$ cat src/sv/bttp_pkg.sv
// Package for the bilateral tension teleoperation core.
// It holds the widths, register indexes, controller states and saturation helpers.
// It has no dependencies.
package bttp_pkg;

    localparam int MOTOR_COUNT = 4;
    localparam int GAIN_W      = 24;
    localparam int VAL_W       = 32;
    localparam int SUM_W       = 48;
    localparam int MUL_XW      = 48;
    localparam int ACC_W       = 64;
    localparam int FRAC_W      = 16;
    localparam int CFG_IDX_W   = 3;
    localparam int CFG_DATA_W  = 32;

    typedef enum logic [CFG_IDX_W-1:0] {
        REG_PROP,
        REG_INTEG,
        REG_DERIV,
        REG_FOLLOW,
        REG_RATIO,
        REG_MARGIN,
        REG_DIR,
        REG_WARMUP
    } cfg_reg_t;

    typedef enum logic [2:0] {
        ST_IDLE,
        ST_START,
        ST_ERR,
        ST_MUL,
        ST_POST,
        ST_CMD,
        ST_SAT,
        ST_DONE
    } ctl_state_t;

    typedef enum logic [2:0] {
        TERM_TGT,
        TERM_P,
        TERM_D,
        TERM_I,
        TERM_FOLLOW
    } term_t;

    function automatic logic signed [SUM_W-1:0] sat48(input logic signed [SUM_W:0] v);
        logic signed [SUM_W-1:0] r;
        if (v[SUM_W] != v[SUM_W-1]) begin
            r = v[SUM_W] ? {1'b1, {(SUM_W-1){1'b0}}} : {1'b0, {(SUM_W-1){1'b1}}};
        end
        else begin
            r = v[SUM_W-1:0];
        end
        return r;
    endfunction

    function automatic logic signed [VAL_W-1:0] sat32(input logic signed [SUM_W-1:0] v);
        logic signed [VAL_W-1:0] r;
        if (v > SUM_W'(signed'({1'b0, {(VAL_W-1){1'b1}}}))) begin
            r = {1'b0, {(VAL_W-1){1'b1}}};
        end
        else if (v < -(SUM_W'(signed'({1'b0, 1'b1, {(VAL_W-1){1'b0}}})))) begin
            r = {1'b1, {(VAL_W-1){1'b0}}};
        end
        else begin
            r = v[VAL_W-1:0];
        end
        return r;
    endfunction

endpackage

$ cat src/sv/bttp_mul.sv
// Bit-serial signed multiplier, one gain bit per cycle.
// Depends on bttp_pkg for default widths.
// Used by the top level for every gain product.
module bttp_mul import bttp_pkg::*; #(
    parameter int GW = GAIN_W,
    parameter int XW = MUL_XW
) (
    input  logic                     clk,
    input  logic                     rst_n,
    input  logic                     start,
    input  logic signed [GW-1:0]     gain,
    input  logic signed [XW-1:0]     operand,
    output logic                     done,
    output logic signed [XW+GW:0]    product
);

    localparam int CNT_W = $clog2(GW + 1);

    logic signed [XW:0]   hi_reg, hi_next;
    logic [GW-1:0]        lo_reg, lo_next;
    logic signed [XW-1:0] x_reg, x_next;
    logic [CNT_W-1:0]     cnt_reg, cnt_next;
    logic                 busy_reg, busy_next;
    logic                 done_reg, done_next;
    logic signed [XW:0]   addend;
    logic signed [XW:0]   sum;
    logic                 last;

    always_comb
    begin
        last   = (cnt_reg == CNT_W'(GW - 1));
        addend = '0;
        if (lo_reg[0]) begin
            addend = last ? -{x_reg[XW-1], x_reg} : {x_reg[XW-1], x_reg};
        end
        sum       = hi_reg + addend;
        hi_next   = hi_reg;
        lo_next   = lo_reg;
        x_next    = x_reg;
        cnt_next  = cnt_reg;
        busy_next = busy_reg;
        done_next = 1'b0;
        if (start) begin
            hi_next   = '0;
            lo_next   = gain;
            x_next    = operand;
            cnt_next  = '0;
            busy_next = 1'b1;
        end
        else if (busy_reg) begin
            hi_next  = {sum[XW], sum[XW:1]};
            lo_next  = {sum[0], lo_reg[GW-1:1]};
            cnt_next = cnt_reg + 1'b1;
            if (last) begin
                busy_next = 1'b0;
                done_next = 1'b1;
            end
        end
    end

    always_ff @(posedge clk or negedge rst_n)
    begin
        if (!rst_n) begin
            busy_reg <= 1'b0;
            done_reg <= 1'b0;
            cnt_reg  <= '0;
        end
        else begin
            busy_reg <= busy_next;
            done_reg <= done_next;
            cnt_reg  <= cnt_next;
        end
    end

    always_ff @(posedge clk)
    begin
        hi_reg <= hi_next;
        lo_reg <= lo_next;
        x_reg  <= x_next;
    end

    assign done    = done_reg;
    assign product = {hi_reg, lo_reg};

endmodule

$ cat src/sv/bilateral_tension_pid_teleop_core.sv
// Top level of the bilateral tension teleoperation controller.
// Depends on bttp_pkg and on the serial multiplier bttp_mul.
//
//  Channel | Signals                                  | Word
//  s       | s_tvalid s_tready s_tdata[255:0] s_tuser | positions, tensions, fresh flags
//  m       | m_tvalid m_tready m_tdata[127:0] m_tuser | four commands, phase
//  cfg     | cfg_valid cfg_ready cfg_index cfg_data   | one register write
//
// A tick that emits nothing is taken while idle and the block stays idle.
// Each product waits on the bit-serial multiplier, which computes up to twelve
// products in turn for each word: three per setup motor, four per bilateral master
// and one per bilateral slave. The next tick is taken only once the word is in the
// output register and the block is back in idle. Reset clears control state, samples,
// sums and flags and sets config registers to defaults, not origins, commands, working
// values or the output word. A waiting output word holds back the next word.
module bilateral_tension_pid_teleop_core import bttp_pkg::*; (
    input  logic                      clk,
    input  logic                      rst_n,
    input  logic                      s_tvalid,
    output logic                      s_tready,
    // pos_master_a, pos_slave_a, pos_master_b, pos_slave_b,
    // ten_master_a, ten_slave_a, ten_master_b, ten_slave_b
    input  logic [8*VAL_W-1:0]        s_tdata,
    // pos_fresh, ten_fresh
    input  logic [1:0]                s_tuser,
    output logic                      m_tvalid,
    input  logic                      m_tready,
    // cmd_master_a, cmd_slave_a, cmd_master_b, cmd_slave_b
    output logic [4*VAL_W-1:0]        m_tdata,
    // phase
    output logic                      m_tuser,
    input  logic                      cfg_valid,
    output logic                      cfg_ready,
    input  logic [CFG_IDX_W-1:0]      cfg_index,
    input  logic [CFG_DATA_W-1:0]     cfg_data
);

    localparam int PROD_W = MUL_XW + GAIN_W + 1;

    logic signed [GAIN_W-1:0] kp_reg, ki_reg, kd_reg, fg_reg, fr_reg;
    logic signed [VAL_W-1:0]  margin_reg;
    logic [MOTOR_COUNT-1:0]   dir_reg;
    logic [7:0]               warm_reg;

    logic signed [VAL_W-1:0] pos_reg [MOTOR_COUNT];
    logic signed [VAL_W-1:0] pos_next [MOTOR_COUNT];
    logic signed [VAL_W-1:0] origin_reg [MOTOR_COUNT];
    logic signed [VAL_W-1:0] origin_next [MOTOR_COUNT];
    logic signed [VAL_W-1:0] ten_reg [MOTOR_COUNT];
    logic signed [VAL_W-1:0] ten_next [MOTOR_COUNT];
    logic signed [VAL_W-1:0] last_reg [MOTOR_COUNT];
    logic signed [VAL_W-1:0] last_next [MOTOR_COUNT];
    logic signed [SUM_W-1:0] sum_reg [MOTOR_COUNT];
    logic signed [SUM_W-1:0] sum_next [MOTOR_COUNT];
    logic signed [VAL_W-1:0] cmd_reg [MOTOR_COUNT];
    logic signed [VAL_W-1:0] cmd_next [MOTOR_COUNT];

    logic       origin_taken_reg, origin_taken_next;
    logic [7:0] seen_reg, seen_next;
    logic       ready_reg, ready_next;
    logic       setup_done_reg, setup_done_next;
    ctl_state_t state_reg, state_next;
    term_t      term_reg, term_next;
    logic [1:0] m_reg, m_next;
    logic       bilat_reg, bilat_next;
    logic signed [SUM_W-1:0] tgt_reg, tgt_next;
    logic signed [ACC_W-1:0] acc_reg, acc_next;
    logic signed [ACC_W-1:0] v_reg, v_next;
    logic                    out_valid_reg, out_valid_next;
    logic [4*VAL_W-1:0]      out_data_reg, out_data_next;
    logic                    out_phase_reg, out_phase_next;

    logic                     mul_start;
    logic signed [GAIN_W-1:0] mul_gain;
    logic signed [MUL_XW-1:0] mul_x;
    logic                     mul_done;
    logic signed [PROD_W-1:0] mul_prod;
    logic signed [PROD_W-1:0] prod_fl;

    logic signed [VAL_W-1:0] tm, pm, om;
    logic signed [SUM_W:0]   diff_e;
    logic signed [SUM_W-1:0] e_val, sum_new;
    logic signed [VAL_W:0]   d_val;
    logic [1:0]              opp_idx, mst_idx;
    logic signed [VAL_W+1:0] disp_raw, disp;
    logic signed [ACC_W-1:0] base, vt;
    logic signed [SUM_W-1:0] trunc_v;
    logic signed [VAL_W+3:0] m4, m6, t5;
    logic                    win_all;

    bttp_mul #(
        .GW (GAIN_W),
        .XW (MUL_XW)
    ) u_mul (
        .clk     (clk),
        .rst_n   (rst_n),
        .start   (mul_start),
        .gain    (mul_gain),
        .operand (mul_x),
        .done    (mul_done),
        .product (mul_prod)
    );

    assign cfg_ready = 1'b1;
    assign s_tready  = (state_reg == ST_IDLE);
    assign m_tvalid  = out_valid_reg;
    assign m_tdata   = out_data_reg;
    assign m_tuser   = out_phase_reg;

    always_ff @(posedge clk or negedge rst_n)
    begin
        if (!rst_n) begin
            kp_reg     <= '0;
            ki_reg     <= '0;
            kd_reg     <= '0;
            fg_reg     <= GAIN_W'(65536);
            fr_reg     <= GAIN_W'(65536);
            margin_reg <= '0;
            dir_reg    <= '0;
            warm_reg   <= 8'd1;
        end
        else if (cfg_valid) begin
            case (cfg_reg_t'(cfg_index))
                REG_PROP:   kp_reg     <= cfg_data[GAIN_W-1:0];
                REG_INTEG:  ki_reg     <= cfg_data[GAIN_W-1:0];
                REG_DERIV:  kd_reg     <= cfg_data[GAIN_W-1:0];
                REG_FOLLOW: fg_reg     <= cfg_data[GAIN_W-1:0];
                REG_RATIO:  fr_reg     <= cfg_data[GAIN_W-1:0];
                REG_MARGIN: margin_reg <= cfg_data[VAL_W-1:0];
                REG_DIR:    dir_reg    <= cfg_data[MOTOR_COUNT-1:0];
                REG_WARMUP: warm_reg   <= cfg_data[7:0];
                default:    kp_reg     <= kp_reg;
            endcase
        end
    end

    always_comb
    begin
        tm      = ten_reg[m_reg];
        pm      = pos_reg[m_reg];
        om      = origin_reg[m_reg];
        diff_e  = {tgt_reg[SUM_W-1], tgt_reg} - (SUM_W+1)'(tm);
        e_val   = sat48(diff_e);
        sum_new = sat48({sum_reg[m_reg][SUM_W-1], sum_reg[m_reg]} + {e_val[SUM_W-1], e_val});
        d_val   = (VAL_W+1)'(tm) - (VAL_W+1)'(last_reg[m_reg]);
        opp_idx = {~m_reg[1], 1'b1};
        mst_idx = {m_reg[1], 1'b0};
        disp_raw = (VAL_W+2)'(pos_reg[mst_idx]) - (VAL_W+2)'(origin_reg[mst_idx]);
        disp     = dir_reg[mst_idx] ? -disp_raw : disp_raw;
        prod_fl  = mul_prod >>> FRAC_W;
        base     = (term_reg == TERM_FOLLOW) ? ACC_W'(om) : ACC_W'(pm);
        vt       = (v_reg < 0) ? ((v_reg + ACC_W'(65535)) >>> FRAC_W) : (v_reg >>> FRAC_W);
        trunc_v  = vt[SUM_W-1:0];
        m4       = (VAL_W+4)'(margin_reg) <<< 2;
        m6       = ((VAL_W+4)'(margin_reg) <<< 2) + ((VAL_W+4)'(margin_reg) <<< 1);
        win_all  = 1'b1;
        for (int i = 0; i < MOTOR_COUNT; i++) begin
            t5 = ((VAL_W+4)'(ten_reg[i]) <<< 2) + (VAL_W+4)'(ten_reg[i]);
            if (!(m4 < t5 && t5 < m6)) begin
                win_all = 1'b0;
            end
        end
    end

    always_comb
    begin
        pos_next          = pos_reg;
        origin_next       = origin_reg;
        ten_next          = ten_reg;
        last_next         = last_reg;
        sum_next          = sum_reg;
        cmd_next          = cmd_reg;
        origin_taken_next = origin_taken_reg;
        seen_next         = seen_reg;
        ready_next        = ready_reg;
        setup_done_next   = setup_done_reg;
        state_next        = state_reg;
        term_next         = term_reg;
        m_next            = m_reg;
        bilat_next        = bilat_reg;
        tgt_next          = tgt_reg;
        acc_next          = acc_reg;
        v_next            = v_reg;
        out_valid_next    = out_valid_reg && !m_tready;
        out_data_next     = out_data_reg;
        out_phase_next    = out_phase_reg;
        mul_start         = 1'b0;
        mul_gain          = kp_reg;
        mul_x             = MUL_XW'(e_val);

        case (state_reg)
            ST_IDLE:
            begin
                if (s_tvalid) begin
                    if (s_tuser[0]) begin
                        for (int i = 0; i < MOTOR_COUNT; i++) begin
                            pos_next[i] = s_tdata[VAL_W*i +: VAL_W];
                            if (!origin_taken_reg) begin
                                origin_next[i] = s_tdata[VAL_W*i +: VAL_W];
                            end
                        end
                        origin_taken_next = 1'b1;
                    end
                    if (s_tuser[1]) begin
                        for (int i = 0; i < MOTOR_COUNT; i++) begin
                            last_next[i] = ten_reg[i];
                            ten_next[i]  = s_tdata[VAL_W*(MOTOR_COUNT+i) +: VAL_W];
                        end
                        if (!ready_reg) begin
                            if (seen_reg != 8'hFF) begin
                                seen_next = seen_reg + 1'b1;
                            end
                            if (seen_next >= warm_reg) begin
                                ready_next = 1'b1;
                            end
                        end
                    end
                    if (origin_taken_next && ready_next) begin
                        bilat_next = setup_done_reg;
                        m_next     = '0;
                        state_next = ST_START;
                    end
                    else begin
                        setup_done_next = 1'b1;
                    end
                end
            end
            ST_START:
            begin
                if (bilat_reg && m_reg[0]) begin
                    mul_start  = 1'b1;
                    mul_gain   = fg_reg;
                    mul_x      = MUL_XW'(disp);
                    term_next  = TERM_FOLLOW;
                    state_next = ST_MUL;
                end
                else if (bilat_reg) begin
                    mul_start  = 1'b1;
                    mul_gain   = fr_reg;
                    mul_x      = MUL_XW'(ten_reg[opp_idx]);
                    term_next  = TERM_TGT;
                    state_next = ST_MUL;
                end
                else begin
                    tgt_next   = SUM_W'(margin_reg);
                    state_next = ST_ERR;
                end
            end
            ST_ERR:
            begin
                sum_next[m_reg] = sum_new;
                mul_start       = 1'b1;
                mul_gain        = kp_reg;
                mul_x           = MUL_XW'(e_val);
                term_next       = TERM_P;
                state_next      = ST_MUL;
            end
            ST_MUL:
            begin
                if (mul_done) begin
                    state_next = ST_POST;
                end
            end
            ST_POST:
            begin
                case (term_reg)
                    TERM_TGT:
                    begin
                        tgt_next   = prod_fl[SUM_W-1:0] + SUM_W'(margin_reg);
                        state_next = ST_ERR;
                    end
                    TERM_P:
                    begin
                        acc_next   = prod_fl[ACC_W-1:0];
                        mul_start  = 1'b1;
                        mul_gain   = kd_reg;
                        mul_x      = MUL_XW'(d_val);
                        term_next  = TERM_D;
                        state_next = ST_MUL;
                    end
                    TERM_D:
                    begin
                        acc_next   = acc_reg + prod_fl[ACC_W-1:0];
                        mul_start  = 1'b1;
                        mul_gain   = ki_reg;
                        mul_x      = MUL_XW'(sum_reg[m_reg]);
                        term_next  = TERM_I;
                        state_next = ST_MUL;
                    end
                    TERM_I:
                    begin
                        acc_next   = acc_reg + prod_fl[ACC_W-1:0];
                        state_next = ST_CMD;
                    end
                    TERM_FOLLOW:
                    begin
                        acc_next   = mul_prod[ACC_W-1:0];
                        state_next = ST_CMD;
                    end
                    default:
                    begin
                        state_next = ST_IDLE;
                    end
                endcase
            end
            ST_CMD:
            begin
                v_next     = (dir_reg[m_reg] ? -acc_reg : acc_reg) + (base <<< FRAC_W);
                state_next = ST_SAT;
            end
            ST_SAT:
            begin
                cmd_next[m_reg] = sat32(trunc_v);
                if (m_reg == 2'd3) begin
                    state_next = ST_DONE;
                end
                else begin
                    m_next     = m_reg + 1'b1;
                    state_next = ST_START;
                end
            end
            ST_DONE:
            begin
                if (!out_valid_reg || m_tready) begin
                    out_valid_next = 1'b1;
                    out_data_next  = {cmd_reg[3], cmd_reg[2], cmd_reg[1], cmd_reg[0]};
                    out_phase_next = bilat_reg;
                    if (!bilat_reg && win_all) begin
                        sum_next[0]     = '0;
                        sum_next[2]     = '0;
                        setup_done_next = 1'b1;
                    end
                    state_next = ST_IDLE;
                end
            end
            default:
            begin
                state_next = ST_IDLE;
            end
        endcase
    end

    always_ff @(posedge clk or negedge rst_n)
    begin
        if (!rst_n) begin
            state_reg        <= ST_IDLE;
            term_reg         <= TERM_TGT;
            m_reg            <= '0;
            bilat_reg        <= 1'b0;
            origin_taken_reg <= 1'b0;
            seen_reg         <= '0;
            ready_reg        <= 1'b0;
            setup_done_reg   <= 1'b0;
            out_valid_reg    <= 1'b0;
            for (int i = 0; i < MOTOR_COUNT; i++) begin
                pos_reg[i]  <= '0;
                ten_reg[i]  <= '0;
                last_reg[i] <= '0;
                sum_reg[i]  <= '0;
            end
        end
        else begin
            state_reg        <= state_next;
            term_reg         <= term_next;
            m_reg            <= m_next;
            bilat_reg        <= bilat_next;
            origin_taken_reg <= origin_taken_next;
            seen_reg         <= seen_next;
            ready_reg        <= ready_next;
            setup_done_reg   <= setup_done_next;
            out_valid_reg    <= out_valid_next;
            pos_reg          <= pos_next;
            ten_reg          <= ten_next;
            last_reg         <= last_next;
            sum_reg          <= sum_next;
        end
    end

    always_ff @(posedge clk)
    begin
        origin_reg    <= origin_next;
        cmd_reg       <= cmd_next;
        tgt_reg       <= tgt_next;
        acc_reg       <= acc_next;
        v_reg         <= v_next;
        out_data_reg  <= out_data_next;
        out_phase_reg <= out_phase_next;
    end

endmodule
$ cat config.mk
export PLATFORM = sky130hd
export DESIGN_NAME = bilateral_tension_pid_teleop_core
export DESIGN_NICKNAME = d
export VERILOG_FILES = /design/src/sv/bttp_pkg.sv /design/src/sv/bttp_mul.sv /design/src/sv/bilateral_tension_pid_teleop_core.sv
export SDC_FILE = /design/constraint.sdc
export NUM_CORES = 2
export LEC_CHECK = 0
export ABC_AREA = 1
export BUFFER_PORTS_ARGS = -buffer_cell sky130_fd_sc_hd__buf_2
export CAP_MARGIN = 15
export CORE_ASPECT_RATIO = 1.5
export CORE_MARGIN = 4
export CORE_UTILIZATION = 50
export DETAILED_ROUTE_END_ITERATION = 16
export PLACE_DENSITY = 0.73
export SYNTH_ARGS = -nofsm -noshare
export SYNTH_HDL_FRONTEND = slang
export SYNTH_SLANG_ARGS = --single-unit
$ cat constraint.sdc
create_clock -name clk -period 8.4 [get_ports clk]
set_clock_uncertainty 0.2 [all_clocks]
set_input_delay 2.1 -clock clk [delete_from_list [all_inputs] [get_ports clk]]
set_output_delay 2.1 -clock clk [all_outputs]
set_load 0.05 [all_outputs]
==> results.yml <==
run_status:
  outcome: "finished, final reports clean"
yosys:
  ys_types: 84
  synth_seq_cells: 1449
  synth_seq_area_share_pct: 37.81
  syn_area_sq_mm: 0.1036
  yosysWarnings: 0
  syn-num-nets: 14836
  synth.avg_cell_area_sq_um: 7.553
  synth_ff_type: "dfrtp_1"
  syn_inst: 13722
  async_reset_ff_share_pct: 53.00
  synth_edf_count: 633
global_route:
  grt.met3_usage_pct: 7.982
  overflow: 0
  grt_max_degree: 204
  globalRouteMet1Util_pct: 41.14
  grt_pass1_vias: 98190
  antenna_found_initial: 36
  grtUsageMet2_pct: 67.90
  top_usage_layer: "met2"
  grt_pass1_wl_mm: 643.5
  grt.total_usage_pct: 40.57
cts:
  clk_path_buf_depth: 4
  clock_sinks: 1449
  cts_max_level: 4
  clk_pin_slew_worst_paths_ns: 0.07
  cts_buffers: 151
  cts-root-buf: "clkbuf_16"
  cts-hold-fix-buffers: 0
  clk_latency_ns: 0.87
  cts_tree: "done"
detailed_routing:
  postRouteAntennaNets: 0
  drt_iter0_drc: 9557
  drc: 0
  vias: 101587
  routed_via_density: 6.001
  first_pass_iters: 9
  wl_mm: 449.8
  wl_per_cell_um: 26.57
power:
  power_density_mw_per_mm2: 203.1
  p_leak_nw: 53.51
  ir_drop_v: 0.0001638
floorplanning:
  dieArea_sq_mm: 0.2148
  die_h_um: 565.6
  rows: 204
  io_pins: 430
  coreArea_sq_mm: 0.2060
  chipWidth_um: 379.7
  initial_utilization_pct: 50.32
finish:
  largest_reg_flops: 192
  mostFrequentLayoutCells: "nand2_1, inv_1, o21ai_0"
  area_delta_synth_final_pct: 10.44
  drive_gt1_share_pct: 8.068
  layout_commonest_cell: "nand2_1"
  finalNetCount: 15222
setup_path:
  r2r_cells: 39
  slowest_delay_ns: 0.50
  crit_path_end_kind: "register"
  cp-start-kind: "register"
  path_max_fanout: 62
  crit_path_start: "m_reg[1]$_DFFE_PN0P_"
  worstPathRequired_ns: 8.84
  crit_type: "reg2reg"
  worstPathArrival_ns: 8.35
  crit_slowest_cell: "dfrtp_4"
  reg2reg_from: "m_reg[1]$_DFFE_PN0P_"
  critical_path.most_common_cell: "nand2_1"
timing:
  fin_crit_sh_pct: 94.08
  final-max-slew-violation-count: 0
  rsz0062_at_grt: "yes"
  fin_crit_ns: 7.903
  fin_tns_setup_ns: 0
  tightest_slew_ns: 1.322
  setup_viol: 0
  final_hold_viol_count: 0
  whs_ns: 0.1563
  slew-limit-headroom_pct: 10.94
  fmax_ghz: 0.1265
min_path:
  hp-class: "reg2reg"
  whs_path_depth: 0
  hold_start: "cmd_reg[24]$_DFFE_PP_"
placed_design:
  dp.final_hpwl_mm: 356.4
  gp_congestion: 1.090
  io_buffers: 428
job:
  maxCapViolations: 0
[worst max-delay path, delay by kind of cell, from the launching register on]
kind / cells / cell delay, ns
buf+inv: 8 / 1.55
xor+xnor: 1 / 0.21
fa+ha+maj: 3 / 1.08
simple gates: 18 / 2.45
flops: 1 / 0.50
compound gates: 9 / 1.57
[power by group]
group          internal (W)  leakage [nW]  total, W  switching, W
clock network       0.00378          2.36   0.00679       0.00301
registers           0.00785          15.3   0.00866      0.000811
logic               0.00262          35.8   0.00780       0.00518
[per-stage QoR]
stage	cell area, sq um	setup WS, ns	total power, W	cells	utilization (%)
finish	114500	0.4972	0.02325	16928	55.57
detailed placement	109500	-0.1442	0.01622	16629	53.15
global route	114400	-0.01493	0.02434	16902	55.54
CTS	114300	0.1401	0.02294	16890	55.48
floorplan	103600	1.061	0.01349	13722	-
global placement	109500	0.01517	0.01616	16628	53.15
[metal layers]
layer | vias up | routed length [um]
met3 | 1803 | 34850
met4 | 16 | 58540
met2 | 5068 | 208400
li1 | 47293 | -
met1 | 47407 | 147900
met5 | - | 108
[area by class of cell]
cell class	count	area (sq um)
clock inverter	69	656.9
antenna	34	85.08
multi-input combinational	10230	56780
clock buffer	192	4136
timing repair buffer	671	4190
tap	2678	3351
inverter	1605	6066
fill	19965	91520
sequential	1449	39200
[worst paths after layout]
kind,end,slack (ns)
max,sum_reg[108]$_DFFE_PN0P_,0.50
min,m_tdata[120]$_DFFE_PP_,0.16
max reg2reg,sum_reg[108]$_DFFE_PN0P_,0.50
min reg2reg,m_tdata[120]$_DFFE_PP_,0.16
max in group asynchronous,margin_reg[12]$_DFFE_PN0P_,5.20
min in group asynchronous,ten_reg[110]$_DFFE_PN0P_,1.02
[cell families (layout without fill, tap and decap cells)]
kind of cell	Yosys count	in the layout	share of synthesized area, %
simple gates	5575	5575	22.28
compound gates	3349	3349	18.15
buf+inv	2043	2537	7.576
flops	1449	1449	37.81
fa+ha+maj	816	816	9.945
xor+xnor	451	451	3.857
mux	38	38	0.3754
other cells	1	35	0.003618
[cell usage after synthesis, drive strengths merged, types with 83 or more instances]
cell	n	area share, %
a21oi	1138	5.5
nor3	175	0.87
clkbuf	355	1.3
buf	83	0.48
ha	803	9.7
nor4	86	0.52
o211ai	155	1.1
o21ai	1425	6.9
edfxtp	633	18
nor2	1132	4.1
dfrtp	765	18
nand2	3396	13
xor2	305	2.6
nand4	124	0.75
nand3	527	2.6
a31oi	175	1.1
xnor2	145	1.2
inv	1597	5.8
[repair_timing]
action                                  in CTS  in global routing
hold endpoints to repair                     0                  0
resized for setup                            1                  8
endpoints found under the setup margin     100                178
gates cloned                                 0                  1
pin swaps                                    0                  1
buffers inserted                             0                  1
(Power assumes the default switching activity.)
